<file path="config.mk">
export PLATFORM = sky130hd
export DESIGN_NAME = rgpc_queue
export DESIGN_NICKNAME = d
export VERILOG_FILES = /design/src/hdl/range_gate_polar_to_cartesian_assert.svh /design/src/hdl/rgpc_pkg.sv /design/src/hdl/rgpc_queue.sv
export SDC_FILE = /design/constraint.sdc
export NUM_CORES = 1
export LEC_CHECK = 0
export BUFFER_PORTS_ARGS = -buffer_cell sky130_fd_sc_hd__clkbuf_2
export CORE_ASPECT_RATIO = 0.75
export CORE_MARGIN = 1.5
export CORE_UTILIZATION = 51
export DETAILED_ROUTE_END_ITERATION = 16
export GPL_TIMING_DRIVEN = 0
export PLACE_DENSITY = 0.75
export SLEW_MARGIN = 20
export SYNTH_ARGS = -nofsm -noshare
export SYNTH_HDL_FRONTEND = slang
export SYNTH_SLANG_ARGS = --single-unit
</file>
<file path="constraint.sdc">
create_clock -name clk -period 1.6 [get_ports clk]
set_input_delay 0.08 -clock clk [delete_from_list [all_inputs] [get_ports clk]]
set_output_delay 0.08 -clock clk [all_outputs]
set_load 0.03 [all_outputs]
</file>
<file path="src/hdl/range_gate_polar_to_cartesian_assert.svh">
// ----------------------------------------------------------------------------
// Assertion macros for the range gate polar-to-cartesian block
// Clocked implication checks, disabled while reset is held.
// ----------------------------------------------------------------------------
`ifndef RANGE_GATE_POLAR_TO_CARTESIAN_ASSERT_SVH
`define RANGE_GATE_POLAR_TO_CARTESIAN_ASSERT_SVH

// same-cycle implication
`define RGPC_ASSERT_IMPLIES(label, clk, rst_n, ante, cons) \
  label: assert property (@(posedge clk) disable iff (!rst_n) (ante) |-> (cons)) \
    else $error("rgpc assertion failed: same-cycle implication");

// next-cycle implication
`define RGPC_ASSERT_NEXT(label, clk, rst_n, ante, cons) \
  label: assert property (@(posedge clk) disable iff (!rst_n) (ante) |=> (cons)) \
    else $error("rgpc assertion failed: next-cycle implication");

`endif

</file>
<file path="src/hdl/rgpc_pkg.sv">
// ----------------------------------------------------------------------------
// rgpc_pkg
// Shared types, widths and fixed-point constants of the range gate
// polar-to-cartesian block.
// ----------------------------------------------------------------------------
`default_nettype none

package rgpc_pkg;

  // field widths
  localparam int RANGE_W = 16;
  localparam int STEP_W  = 12;
  localparam int ANGLE_W = 16;
  localparam int POS_W   = 17;
  localparam int CFG_W   = 16;

  // queue between front and back (power of two)
  localparam int Q_DEPTH = 4;
  localparam int Q_PTR_W = $clog2(Q_DEPTH);

  // register reset values
  localparam logic [RANGE_W-1:0] MIN_RANGE_RST      = 16'd20;
  localparam logic [RANGE_W-1:0] MAX_RANGE_RST      = 16'd5600;
  localparam logic [STEP_W-1:0]  FRONT_STEP_RST     = 12'd384;
  localparam logic [ANGLE_W-1:0] ANGLE_PER_STEP_RST = 16'd64;

  // Q30 one and 2*pi in Q32
  localparam logic [30:0] ONE        = 31'h4000_0000;
  localparam logic [34:0] TWO_PI_Q32 = 35'd26986075409;

  // polynomial steps: floor(v/k) = (v*ceil(2^s/k)) >> s, s = 30 + clog2(k)
  localparam int SIN_STEPS = 4;
  localparam int COS_STEPS = 5;

  localparam logic [30:0] SIN_RECIP [SIN_STEPS] = '{
    31'(((64'd1 << 37) + 64'd71) / 64'd72),
    31'(((64'd1 << 36) + 64'd41) / 64'd42),
    31'(((64'd1 << 35) + 64'd19) / 64'd20),
    31'(((64'd1 << 33) + 64'd5) / 64'd6)
  };
  localparam int SIN_SHIFT [SIN_STEPS] = '{37, 36, 35, 33};

  localparam logic [30:0] COS_RECIP [COS_STEPS] = '{
    31'(((64'd1 << 37) + 64'd89) / 64'd90),
    31'(((64'd1 << 36) + 64'd55) / 64'd56),
    31'(((64'd1 << 35) + 64'd29) / 64'd30),
    31'(((64'd1 << 34) + 64'd11) / 64'd12),
    31'(((64'd1 << 31) + 64'd1) / 64'd2)
  };
  localparam int COS_SHIFT [COS_STEPS] = '{37, 36, 35, 34, 31};

  // configuration register indexes
  typedef enum logic [1:0] {
    CFG_MIN_RANGE      = 2'd0,
    CFG_MAX_RANGE      = 2'd1,
    CFG_FRONT_STEP     = 2'd2,
    CFG_ANGLE_PER_STEP = 2'd3
  } cfg_reg_t;

  // nearest quadrant of the beam angle
  typedef enum logic [1:0] {
    QUAD_E = 2'd0,
    QUAD_N = 2'd1,
    QUAD_W = 2'd2,
    QUAD_S = 2'd3
  } quad_t;

  // one gated sample waiting for conversion
  typedef struct packed {
    logic [RANGE_W-1:0] range;
    logic [ANGLE_W-1:0] angle;
  } item_t;

  // queue status seen by front and back
  typedef struct packed {
    logic full;
    logic empty;
  } q_stat_t;

  // per-sample data carried alongside the trig lanes
  typedef struct packed {
    logic [RANGE_W-1:0] range;
    quad_t              quad;
    logic               rneg;
  } side_t;

endpackage

`default_nettype wire

</file>
<file path="src/hdl/rgpc_queue.sv">
// ----------------------------------------------------------------------------
// rgpc_queue
// Short FIFO that decouples the gate front from the trig pipeline.
// ----------------------------------------------------------------------------
`default_nettype none

module rgpc_queue (
  input  wire logic            clk,
  input  wire logic            rst_n,
  input  wire logic            push,
  input  wire rgpc_pkg::item_t push_item,
  input  wire logic            pop,
  output rgpc_pkg::item_t      pop_item,
  output rgpc_pkg::q_stat_t    q_stat
);

  rgpc_pkg::item_t                mem_r [rgpc_pkg::Q_DEPTH];
  logic [rgpc_pkg::Q_PTR_W-1:0]   wr_ptr_r;
  logic [rgpc_pkg::Q_PTR_W-1:0]   rd_ptr_r;
  logic [rgpc_pkg::Q_PTR_W:0]     count_r;
  logic [rgpc_pkg::Q_PTR_W:0]     count_nxt;

  // store pushed beats
  always_ff @(posedge clk) begin
    if (push) begin
      mem_r[wr_ptr_r] <= push_item;
    end
  end

  // update fill level
  always_comb begin
    unique case ({push, pop})
      2'b10:   count_nxt = count_r + (rgpc_pkg::Q_PTR_W+1)'(1);
      2'b01:   count_nxt = count_r - (rgpc_pkg::Q_PTR_W+1)'(1);
      default: count_nxt = count_r;
    endcase
  end

  // advance pointers
  always_ff @(posedge clk) begin
    if (!rst_n) begin
      wr_ptr_r <= '0;
      rd_ptr_r <= '0;
      count_r  <= '0;
    end else begin
      if (push) begin
        wr_ptr_r <= wr_ptr_r + rgpc_pkg::Q_PTR_W'(1);
      end
      if (pop) begin
        rd_ptr_r <= rd_ptr_r + rgpc_pkg::Q_PTR_W'(1);
      end
      count_r <= count_nxt;
    end
  end

  assign pop_item     = mem_r[rd_ptr_r];
  assign q_stat.full  = (count_r == (rgpc_pkg::Q_PTR_W+1)'(rgpc_pkg::Q_DEPTH));
  assign q_stat.empty = (count_r == '0);

endmodule

`default_nettype wire

</file>
* After elaboration in Yosys (flattened, before gate mapping)
Memories as Yosys holds them, arrays and structs flattened. A register that Yosys moved wholly into a read port is not among the register bits.
Cells that the tools add are included.
** Word-level totals
- Register bits after elaboration :: 7
- Bits in writable memories :: 128
- Input bits :: 36
- Output and inout bits :: 34
- Word-level logic and storage cells :: 18
- Memories :: 1
** Cells by class
- Add/subtract/negate cells :: 4
- Eq/ne operators :: 3
- Multiplexer cells :: 5
- Reduce and logical (&&, ||, !) cells :: 2
** Memories
- mem_r :: depth 4, bits a word 32, read ports 1, clocked after memory_dff 1, write ports 1, RTL line rgpc_queue.sv:17 : rgpc_pkg::item_t mem_r [rgpc_pkg::Q_DEPTH];
** Operator list (count)
- one-hot mux 3 bit (2 select lines) :: 1
- adder 2 x 1 -> 2 bit, second input constant :: 2
- 2-to-1 mux 2 bit :: 2
- adder 3 x 1 -> 3 bit, second input constant :: 1
- == test 3 bit, second input constant :: 1
- zero test 3 bit :: 1
- subtractor 3 x 1 -> 3 bit, second input constant :: 1
- == test 2 x 1 -> 1 bit, second input constant :: 1
- == test 2 bit, second input constant :: 1
- 2-to-1 mux 1 bit :: 2
- nonzero test 2 bit :: 1

* Longest topological paths before layout
- Word-level depth :: 3
- Gate-level depth with buffers :: 7
- Gate-level depth less buffers :: 7

* Least setup slack after synthesis
No wires, ideal clock.
- Path type :: register to register
- Start point :: register wr_ptr_r[0] in the netlist's numbering
- End point :: memory mem_r[2][0] in the netlist's numbering, enable pin
- Setup time :: 392 ps
- Data arrival time :: 1330 ps
- Slack :: -122 ps
- Cell stages (with the launch flop) :: 4
- Buffers on the path :: 0
- Clock period less this slack :: 1722 ps
- Cell sequence :: dfxtp_1 -> inv_1 -> ha_1 -> and2_1
** RTL lines
- from (decl) :: RTL line rgpc_queue.sv:18 : logic [rgpc_pkg::Q_PTR_W-1:0] wr_ptr_r;
- from (signal assigned) :: RTL line rgpc_queue.sv:47 : wr_ptr_r <= wr_ptr_r + rgpc_pkg::Q_PTR_W'(1);
- to (decl) :: RTL line rgpc_queue.sv:17
Straight into the memory's write port.

==> impl_metrics.csv <==
group,metric,value,unit
grt,gr-usage-met2,0.2981,
placed_design,routabilityCongestion,0.6752,
final_layout,layout_commonest_cell,"edfxtp_1",
grt,met3_usage,0.06250,
clock_tree,tritoncts,"yes",
clock_tree,numCtsBuffers,17,
synth,synth_area_leaders,"edfxtp_1 75%, mux4_2 13%, dfxtp_1 3.5%, and2_1 1.2%, ha_1 1.2%",
clock_tree,clock_latency,0.41,ns
power_and_ir_drop,ir_drop,0.001089,V
timing,fin_skew,0.004485,ns
grt,antenna_found_initial,0,
synth,synth_cells,213,
timing,hold_slack,0.03836,ns
route,drc_errors,0,
final_layout,fin_cells,482,
placed_design,dpl.cell_count,414,
die,initial_core_util,0.5268,
route,vias_per_cell,5.133,
synth,synth_area_leader_cell,"edfxtp_1",
synth,seq_area_frac_synth,0.7877,
synth,yosys_register_bits,137,
critical_path,start_kind,"flip-flop",
die,num_rows,31,
die,die_area,0.01063,mm2
route,routed_wl,9068,um
timing,worstMarginPinSlew,0.5263,ns
synth,synth-edff-count,128,
outcome,status,"complete, but fails checks",
outcome,violations,"negative setup slack",
timing,fin_ws,-0.2300,ns
timing,fin_crit,1.830,ns
timing,setup_violations,32,
clock_tree,cts.sinks,137,
synth,post_synth_num_cell_types,21,
timing,hold_viol_final,0,
route,wl_per_cell,18.81,um
critical_path,path_buf_inv,3,
critical_path,crit_family,"multiplexers",
timing,drv_slew,0,
route,drtIter0Drc,169,
power_and_ir_drop,p_leak,2.465,nW
final_layout,nNetsFinal,381,
power_and_ir_drop,power_density,1362,mW/mm2
final_layout,layout-drive-gt1-share,0.4114,
grt,grt_pass1_vias,2635,
critical_path,crit_path_max_incr_delay,0.52,ns
die,io_pins,70,
critical_path,end_kind,"primary output",
final_layout,final_cell_mix,"128 x edfxtp_1, 37 x clkbuf_2, 33 x dlygate4sd3_1",
critical_path,worstPathCellList,"buf_12, clkbuf_16, mux4_2, buf_8",
synth,async_flop_share,0,
flow_run,max_cap_violations,0,
route,detail_route.first_pass.iterations,4,
worst_hold_path,hold_path.class,"input pin to flip-flop",
route,vias,2474,
synth,synthFlopType,"edfxtp_1",
critical_path,critical_path_required,1.52,ns
timing,relSlewSlack,0.6491,
timing,fmax,0.5464,GHz
die,design.core.area,0.009697,mm2
critical_path,cp.arrival,1.75,ns
grt,grt.overflow.total,0,
grt,grt_use_met1,0.2310,
grt,top_usage_layer,"met2",
synth,netlist.area_leader.share,0.7524,
synth,syn_area_per_cell,23.98,um2
final_layout,area_delta_synth_final,36.37,%
clock_tree,root_buffer,"clkbuf_16",
die,die_w,118.6,um
placed_design,dp_hpwl,4896,um
synth,synth_area,0.005109,mm2
clock_tree,htree_levels,4,
grt,grt_usage,0.1821,
synth,syn_nets,255,
critical_path,cp_max_fo,8,
grt,grt_pass1_wl,13810,um
clock_tree,clockBufferDepth,2,
route,postRouteAntennaNets,0,
final_layout,n_antenna_cell,0,
placed_design,io_buffer_count,69,
timing,rsz0062_at_grt,"yes",
critical_path,crit_type,"flip-flop to primary output",
die,fp.dieH,89.68,um
critical_path,cpMaxStageDelayCell,"mux4_2",
grt,grt_max_degree,33,
clock_tree,path_clk_slew,0.05,ns
power_and_ir_drop,p_total,0.009490,W
timing,fin_crit_sh,1.144,
synth,yosysWarnings,0,
==> area by class of cell <==
cell class                      instances  area [um2]
Timing Repair Buffer                  107        1085
Tap cell                              132       165.2
Fill cell                             589        2730
Multi-Input combinational cell         63       984.7
Sequential cell                       137        4026
Buffer                                  7       95.09
Inverter                                6       22.52
Clock inverter                         11       155.1
Clock buffer                           19       432.9
==> path summary, 6_finish.rpt <==
path | startpoint | to | slack [ns] | depth (start not counted)
max | flip-flop | pop_item[2] | -0.23 | 4
min | pop | flip-flop | 0.04 | 3
max reg2reg | count_r[0] | count_r[2] | 0.14 | 5
min reg2reg | count_r[2] | count_r[2] | 0.54 | 2
==> Yosys cell counts, types with 2 or more instances <==
library cell	number
and2_1	10
buf_12	3
buf_2	3
dfxtp_1	9
edfxtp_1	128
ha_1	5
inv_1	6
mux4_1	2
mux4_2	30
nand2_1	2
o21ai_0	2
xnor2_1	2
xor2_1	3
==> stage by stage <==
step / cell area [um2] / util / setup TNS (ns) / setup slack, ns
6_report: 6967 / 0.7185 / -6.689 / -0.2300
3_3_place_gp: 5624 / 0.5800 / -11.69 / -0.1025
4_1_cts: 6838 / 0.7052 / -6.935 / -0.2519
3_5_place_dp: 5624 / 0.5800 / -14.92 / -0.1305
2_1_floorplan: 5114 / - / 0 / 0.1213
5_1_grt: 6967 / 0.7185 / -8.411 / -0.2816
==> cell families after synthesis <==
| kind of cell | count (synthesis) | share of synthesized area |
|---|---|---|
| multiplexers | 33 | 0.1445 |
| AO/OA/AOI/OAI | 3 | 0.003429 |
| flip-flops | 137 | 0.7877 |
| AND/OR/NAND/NOR | 16 | 0.01837 |
| XOR/XNOR | 5 | 0.008574 |
| buffers and inverters | 13 | 0.02131 |
| adder cells (fa/ha/maj) | 6 | 0.01616 |
==> registers in the layout, summed over array words and instances (netlist names), named ones only <==
register,cells
mem_r,128
count_r,3
rd_ptr_r,2
wr_ptr_r,2
==> routing by layer <==
layer | vias up | share of wire
met4 | 0 | 0.014
li1 | 1133 | -
met1 | 1263 | 0.45
met3 | 14 | 0.047
met2 | 64 | 0.49
met5 | - | 0
==> tightest hold or removal path, cell delays in order <==
cell and delay [ns]:
clkbuf_2 0.11, xor2_1 0.07, and2_1 0.14
==> repair_timing <==
| item | CTS | global route |
|---|---|---|
| hold endpoints to repair | 135 | 0 |
| endpoints found under the setup margin | 161 | 33 |
| hold buffers | 33 | 0 |
| pin swaps | 0 | 1 |
| setup buffers | 2 | 0 |
| gates cloned | 0 | 3 |
| gates resized for setup | 72 | 36 |
==> where the power goes <==
part	internal, W	total, W	switching [W]
Sequential	0.00411	0.00416	0.0000509
Combinational	0.000718	0.00142	0.000698
Clock	0.00256	0.00391	0.00135
(Power assumes the default switching activity.)
