## src/hdl/range_gate_polar_to_cartesian_assert.svh

```systemverilog
// ----------------------------------------------------------------------------
// Assertion macros for the range gate polar-to-cartesian block
// Clocked implication checks, disabled while reset is held.
// ----------------------------------------------------------------------------
`ifndef RANGE_GATE_POLAR_TO_CARTESIAN_ASSERT_SVH
`define RANGE_GATE_POLAR_TO_CARTESIAN_ASSERT_SVH

// same-cycle implication
`define RGPC_ASSERT_IMPLIES(label, clk, rst_n, ante, cons) \
  label: assert property (@(posedge clk) disable iff (!rst_n) (ante) |-> (cons)) \
    else $error("rgpc assertion failed: same-cycle implication");

// next-cycle implication
`define RGPC_ASSERT_NEXT(label, clk, rst_n, ante, cons) \
  label: assert property (@(posedge clk) disable iff (!rst_n) (ante) |=> (cons)) \
    else $error("rgpc assertion failed: next-cycle implication");

`endif

```

## src/hdl/rgpc_pkg.sv

```systemverilog
// ----------------------------------------------------------------------------
// rgpc_pkg
// Shared types, widths and fixed-point constants of the range gate
// polar-to-cartesian block.
// ----------------------------------------------------------------------------
`default_nettype none

package rgpc_pkg;

  // field widths
  localparam int RANGE_W = 16;
  localparam int STEP_W  = 12;
  localparam int ANGLE_W = 16;
  localparam int POS_W   = 17;
  localparam int CFG_W   = 16;

  // queue between front and back (power of two)
  localparam int Q_DEPTH = 4;
  localparam int Q_PTR_W = $clog2(Q_DEPTH);

  // register reset values
  localparam logic [RANGE_W-1:0] MIN_RANGE_RST      = 16'd20;
  localparam logic [RANGE_W-1:0] MAX_RANGE_RST      = 16'd5600;
  localparam logic [STEP_W-1:0]  FRONT_STEP_RST     = 12'd384;
  localparam logic [ANGLE_W-1:0] ANGLE_PER_STEP_RST = 16'd64;

  // Q30 one and 2*pi in Q32
  localparam logic [30:0] ONE        = 31'h4000_0000;
  localparam logic [34:0] TWO_PI_Q32 = 35'd26986075409;

  // polynomial steps: floor(v/k) = (v*ceil(2^s/k)) >> s, s = 30 + clog2(k)
  localparam int SIN_STEPS = 4;
  localparam int COS_STEPS = 5;

  localparam logic [30:0] SIN_RECIP [SIN_STEPS] = '{
    31'(((64'd1 << 37) + 64'd71) / 64'd72),
    31'(((64'd1 << 36) + 64'd41) / 64'd42),
    31'(((64'd1 << 35) + 64'd19) / 64'd20),
    31'(((64'd1 << 33) + 64'd5) / 64'd6)
  };
  localparam int SIN_SHIFT [SIN_STEPS] = '{37, 36, 35, 33};

  localparam logic [30:0] COS_RECIP [COS_STEPS] = '{
    31'(((64'd1 << 37) + 64'd89) / 64'd90),
    31'(((64'd1 << 36) + 64'd55) / 64'd56),
    31'(((64'd1 << 35) + 64'd29) / 64'd30),
    31'(((64'd1 << 34) + 64'd11) / 64'd12),
    31'(((64'd1 << 31) + 64'd1) / 64'd2)
  };
  localparam int COS_SHIFT [COS_STEPS] = '{37, 36, 35, 34, 31};

  // configuration register indexes
  typedef enum logic [1:0] {
    CFG_MIN_RANGE      = 2'd0,
    CFG_MAX_RANGE      = 2'd1,
    CFG_FRONT_STEP     = 2'd2,
    CFG_ANGLE_PER_STEP = 2'd3
  } cfg_reg_t;

  // nearest quadrant of the beam angle
  typedef enum logic [1:0] {
    QUAD_E = 2'd0,
    QUAD_N = 2'd1,
    QUAD_W = 2'd2,
    QUAD_S = 2'd3
  } quad_t;

  // one gated sample waiting for conversion
  typedef struct packed {
    logic [RANGE_W-1:0] range;
    logic [ANGLE_W-1:0] angle;
  } item_t;

  // queue status seen by front and back
  typedef struct packed {
    logic full;
    logic empty;
  } q_stat_t;

  // per-sample data carried alongside the trig lanes
  typedef struct packed {
    logic [RANGE_W-1:0] range;
    quad_t              quad;
    logic               rneg;
  } side_t;

endpackage

`default_nettype wire

```

## src/hdl/rgpc_front.sv

```systemverilog
// ----------------------------------------------------------------------------
// rgpc_front
// Configuration registers, range gate and beam angle computation. Passing
// samples are pushed into the queue; gated samples are dropped here.
// ----------------------------------------------------------------------------
`default_nettype none

module rgpc_front (
  input  wire logic                         clk,
  input  wire logic                         rst_n,
  input  wire logic                         cfg_we,
  input  wire logic [1:0]                   cfg_index,
  input  wire logic [rgpc_pkg::CFG_W-1:0]   cfg_data,
  input  wire logic                         in_valid,
  output logic                              in_ready,
  input  wire logic [rgpc_pkg::RANGE_W-1:0] in_range_mm,
  input  wire logic [rgpc_pkg::STEP_W-1:0]  in_step_index,
  input  wire rgpc_pkg::q_stat_t            q_stat,
  output logic                              push,
  output rgpc_pkg::item_t                   push_item
);

  logic [rgpc_pkg::RANGE_W-1:0] min_range_r;
  logic [rgpc_pkg::RANGE_W-1:0] max_range_r;
  logic [rgpc_pkg::STEP_W-1:0]  front_step_r;
  logic [rgpc_pkg::ANGLE_W-1:0] angle_per_step_r;

  logic                         in_pass;
  logic [rgpc_pkg::ANGLE_W-1:0] step_diff;
  logic [2*rgpc_pkg::ANGLE_W-1:0] angle_prod;

  // write configuration registers
  always_ff @(posedge clk) begin
    if (!rst_n) begin
      min_range_r      <= rgpc_pkg::MIN_RANGE_RST;
      max_range_r      <= rgpc_pkg::MAX_RANGE_RST;
      front_step_r     <= rgpc_pkg::FRONT_STEP_RST;
      angle_per_step_r <= rgpc_pkg::ANGLE_PER_STEP_RST;
    end else if (cfg_we) begin
      unique case (rgpc_pkg::cfg_reg_t'(cfg_index))
        rgpc_pkg::CFG_MIN_RANGE:      min_range_r      <= cfg_data;
        rgpc_pkg::CFG_MAX_RANGE:      max_range_r      <= cfg_data;
        rgpc_pkg::CFG_FRONT_STEP:     front_step_r     <= cfg_data[rgpc_pkg::STEP_W-1:0];
        rgpc_pkg::CFG_ANGLE_PER_STEP: angle_per_step_r <= cfg_data;
        default:                      ;
      endcase
    end
  end

  // keep ranges strictly inside the gate
  assign in_pass = (in_range_mm > min_range_r) && (in_range_mm < max_range_r);

  // beam angle, wrapping in 1/65536 turn
  assign step_diff  = rgpc_pkg::ANGLE_W'(in_step_index) - rgpc_pkg::ANGLE_W'(front_step_r);
  assign angle_prod = (2*rgpc_pkg::ANGLE_W)'(step_diff) *
                      (2*rgpc_pkg::ANGLE_W)'(angle_per_step_r);

  // accept while the queue has room, push only passing beats
  assign in_ready        = !q_stat.full;
  assign push            = in_valid && in_ready && in_pass;
  assign push_item.range = in_range_mm;
  assign push_item.angle = angle_prod[rgpc_pkg::ANGLE_W-1:0];

endmodule

`default_nettype wire

```

## config.mk

```make
export PLATFORM = sky130hd
export DESIGN_NAME = rgpc_front
export DESIGN_NICKNAME = d
export VERILOG_FILES = /design/src/hdl/range_gate_polar_to_cartesian_assert.svh /design/src/hdl/rgpc_pkg.sv /design/src/hdl/rgpc_front.sv
export SDC_FILE = /design/constraint.sdc
export NUM_CORES = 1
export LEC_CHECK = 0
export BUFFER_PORTS_ARGS = -buffer_cell sky130_fd_sc_hd__buf_4
export CAP_MARGIN = 20
export CORE_MARGIN = 2
export CORE_UTILIZATION = 50
export CTS_CLUSTER_SIZE = 8
export DETAILED_ROUTE_END_ITERATION = 12
export PLACE_DENSITY = 0.7
export SYNTH_ARGS = -nofsm -noshare
export SYNTH_HDL_FRONTEND = slang
export SYNTH_SLANG_ARGS = --single-unit
```

## constraint.sdc

```tcl
create_clock -name clk -period 19.8 [get_ports clk]
set_clock_uncertainty 0.1 [all_clocks]
set_input_delay 3.96 -clock clk [delete_from_list [all_inputs] [get_ports clk]]
set_output_delay 3.96 -clock clk [all_outputs]
set_load 0.005 [all_outputs]
```

* After elaboration in Yosys (flattened, before gate mapping)
Index checks and enable logic that the tools add are counted.
** Storage, ports and cells
- Flip-flop bits (word level) :: 60
- Word-level logic and storage cells :: 20
** Operators by class
- $add $sub $neg :: 1
- Multipliers :: 1
- Magnitude comparators :: 2
- Eq/ne operators :: 3
- Reductions and logical operators :: 9
** Operators with widths (number)
- 16-bit > comparator :: 1
- 16-bit < comparator :: 1
- 13-bit by 16-bit multiplier with 16-bit output :: 1
- 12-bit by 12-bit subtractor with 13-bit output :: 1
- 2-bit AND reduction :: 4
- 2-bit equality test, second input constant :: 2
- 1-bit logical AND :: 3
- 2-bit by 1-bit equality test with 1-bit output, second input constant :: 1
- 2-bit zero test :: 1
- 1-bit zero test :: 1

* Longest topological paths before layout
- Word-level depth :: 3
- Mapped depth :: 32

* Worst setup path before layout
No wires, ideal clock.
- Path kind :: in2out
- From :: input port in_step_index[6] in the netlist's numbering
- To :: output port push_item[15] in the netlist's numbering
- Data arrival time :: 10.622 ns
- Data required time :: 15.740 ns
- Setup slack :: 5.118 ns
- Cell stages on the path :: 26
- Buffers on the path :: 0
- Cells stage by stage :: ha_1 -> a2111oi_0 -> a211oi_1 -> o21ai_0 -> nand2b_1 -> a21oi_1 -> xnor2_1 -> and2_1 -> fa_1 -> inv_1 -> fa_1 -> fa_1 -> fa_1 -> inv_1 -> fa_1 -> ha_1 -> xnor2_1 -> xnor2_1 -> xnor2_1 -> xnor2_1 -> xor3_1 -> xor2_1 -> xor3_1 -> xor2_1 -> xnor3_1 -> xnor2_1
** RTL lines
- start, declared :: RTL line rgpc_front.sv:17 : input wire logic [rgpc_pkg::STEP_W-1:0] in_step_index,
- end, declared :: RTL line rgpc_front.sv:20 : output rgpc_pkg::item_t push_item

==> metrics.md <==
| Metric | Value |
|---|---|
| Ratio of cells with drive above 1 in the final layout | 11.3% |
| Post-CTS setup buffer count | 0 |
| Antenna diodes | 0 |
| Synth warn | 0 |
| Final setup viols | 0 |
| CTS tree | yes |
| Drt drc | 0 |
| Final GP Congestion | 0.847 |
| Flop2flop setup slack | 18720 ps |
| Top cells by count, synth | nand2_1 (167), inv_1 (152), ha_1 (89) |
| Die ar. | 15900 µm² |
| Worst min path class | flip-flop to flip-flop |
| Drt first-iter violations | 260 |
| Relative slew slack | 26.4% |
| Area Growth Syn to Fin | 12.4% |
| Htree depth | 3 |
| Dpl cell area | 8090 µm² |
| Most frequent CP cell | fa_1 |
| Synth Flop Type | dfxtp_1 |
| Initial antenna violation count | 0 |
| Switch Pwr | 0.198 mW |
| Count leader, synth | nand2_1 |
| CTS buffer count | 9 |
| Outcome | complete, no violations |
| Vias per cell | 5.10 |
| First-pass GRT wire length | 27.8 mm |
| Clk pin slew, worst setup/hold paths | 60 ps |
| Post-CTS sizing | 0 |
| EDFF count, synth | 0 |
| Final-report hold violation count | 0 |
| Internal cell power | 0.350 mW |
| DR pass1 iterations | 4 |
| CP Launch Type | input pin |
| Gr ovfl total | 0 |
| IO Pins | 86 |
| Die W | 126 µm |
| Top cells by area, synth | fa_1 (22%), dfxtp_1 (16%), ha_1 (15%) |
| Flop pwr share | 23.6% |
| Final instance area | 8390 µm² |
| Total Wirelength | 16.4 mm |
| Worst r2r src | angle_per_step_r[2] |
| Crit-path slowest cell | a221oi_1 |
| CTS Hold Bufs | 0 |
| Max Clk Rate | 63.8 MHz |
| Hold_sp | min_range_r[8] |
| Max-slew violations | 0 |
| VDD IR max | 0.0421 mV |
| #FFs+latches synth | 60 |
| Share of the synthesized area in the top cell type | 22.3% |
| Nets | 1162 |
| Rows | 44 |
| Worst-Skew Late Latency | 330 ps |
| Fillers | 1382 |
| Logic gate share of total power | 49.5% |
| DR vias | 5753 |
| WP data required | 15740 ps |
| Largest net degree at the start of global routing | 61 |
| Max incr delay on CP | 710 ps |
| Post-detail-place hpwl | 13.2 mm |
| Sequential area share after synthesis | 16.1% |
| Tmin final | 15680 ps |
| Pleak | 4.02 nW |
| Pwr per Cell Area | 65.4 nW/µm² |
| Number of distinct library cells after synthesis | 46 |
| Initial Util | 51.3% |
| PortBufs | 84 |
| Async S/R FF share, synth | 0% |
| Worst Tran Pin Value | 1100 ps |
| Clock share of power | 26.9% |
| CP Capture Type | primary output |
| Post-synthesis instance area | 7460 µm² |
| Detail Route Antenna Nets | 0 |
| Yosys top cell by area | fa_1 |
| Maximum fanout along the worst path | 6 |
| Crit path from | in_step_index[0] |
| Post-Syn Instances | 890 |
| Sw Ratio | 36.1% |
| Wire per inst | 14.5 µm |
| Core area | 14500 µm² |
| Die Y | 126 µm |
| Syn_nets | 1114 |
| Max Buffers Root-to-Sink | 2 |
| WP data arrival | 11620 ps |
| Clock Sinks | 60 |
| Fin Setup TNS | 0 ps |
| Vias in the first global route | 5771 |
| Period utilisation layout | 79.2% |
| Clock Tree Root | clkbuf_16 |
| Maxcap violations | 0 |
| Syn Area/Cell | 8.38 µm² |
| CP Class | input pin to primary output |
| Overall routing resource usage | 21.4% |
| Unrepaired setup endpoints after global routing | no |
critical path, delay by kind of cell:
family          cells  cell delay, ps
buf+inv             5             400
xor+xnor           10            2290
mux                 1             150
fa+ha+maj           8            3230
compound gates      4            1190
simple gates        2             400
flip-flops by register name, indices dropped and copies added, names as in the netlist:
signal / flops
angle_per_step_r: 16
min_range_r: 16
front_step_r: 12
max_range_r: 16
power groups by stage:
stage	combinational (mW)	sequential (mW)	clock, mW
after CTS	0.277	0.130	0.149
after detailed placement	0.274	0.132	0
final	0.272	0.130	0.147
after global placement	0.269	0.132	0
after global routing	0.310	0.130	0.155
after floorplan	0.190	0.130	0
area by class of cell:
type                            count  area, µm²  area share (%)
Sequential cell                    60       1200            14.3
Clock buffer                        9        225            2.69
Inverter                          152        571            6.80
Timing Repair Buffer               86        649            7.74
Multi-Input combinational cell    629       5450            65.0
Tap cell                          184        230            2.75
Clock inverter                      7       58.8           0.701
cells by family after synthesis:
group,synth area share [%]
buf+inv,10.9
xor+xnor,4.86
simple gates,18.8
mux,0.268
compound gates,11.8
flops,16.1
fa+ha+maj,37.2
worst paths after layout:
kind	endpoint	depth (start not counted)
worst max-delay path	push_item[15]	30
worst min-delay path	min_range_r[8]	2
worst max register to register	angle_per_step_r[2]	2
worst min register to register	min_range_r[8]	2
cell usage in the layout, fill, tap and decap left out, types with 3 or more instances in the layout:
cell       Yosys  layout
clkbuf_16      0       9
buf_4         16      85
a21oi_1       17      17
and3_1         7       7
or3_1          3       3
xor2_1         7       7
nor3_1         5       5
o21a_1        10      10
nor2_1        12      12
and2b_1        5       5
nand2_1      167     167
inv_6          0       3
inv_1        152     152
a21boi_0      49      49
and2_1        35      35
nand4_1        5       5
nor2b_1       24      24
dfxtp_1       60      60
fa_1          83      83
o21ai_0       10      10
nand3_1        6       6
xnor2_1       22      22
a21o_1        16      16
o211ai_1      11      11
ha_1          89      89
nand2b_1      16      16
metal layers:
metal | up-vias | share of wire, % | track usage [%]
li1 | 2872 | - | -
met1 | 2770 | 47 | 29.5
met2 | 107 | 49 | 36.8
met3 | 4 | 3.9 | 2.51
met4 | 0 | 0.19 | 3.88
met5 | - | 0 | 0
per-stage QoR:
step	cells	utilization (%)	hold slack, ps	power [mW]	setup slack, ps
2_1_floorplan	890	-	339	0.320	5120
3_3_place_gp	1110	55.7	350	0.401	4160
3_5_place_dp	1110	55.7	356	0.406	4080
4_1_cts	1126	57.6	364	0.556	4060
5_1_grt	1127	57.7	382	0.596	3610
6_report	1127	57.7	361	0.549	4120
Power figures use the tool's default switching activity.
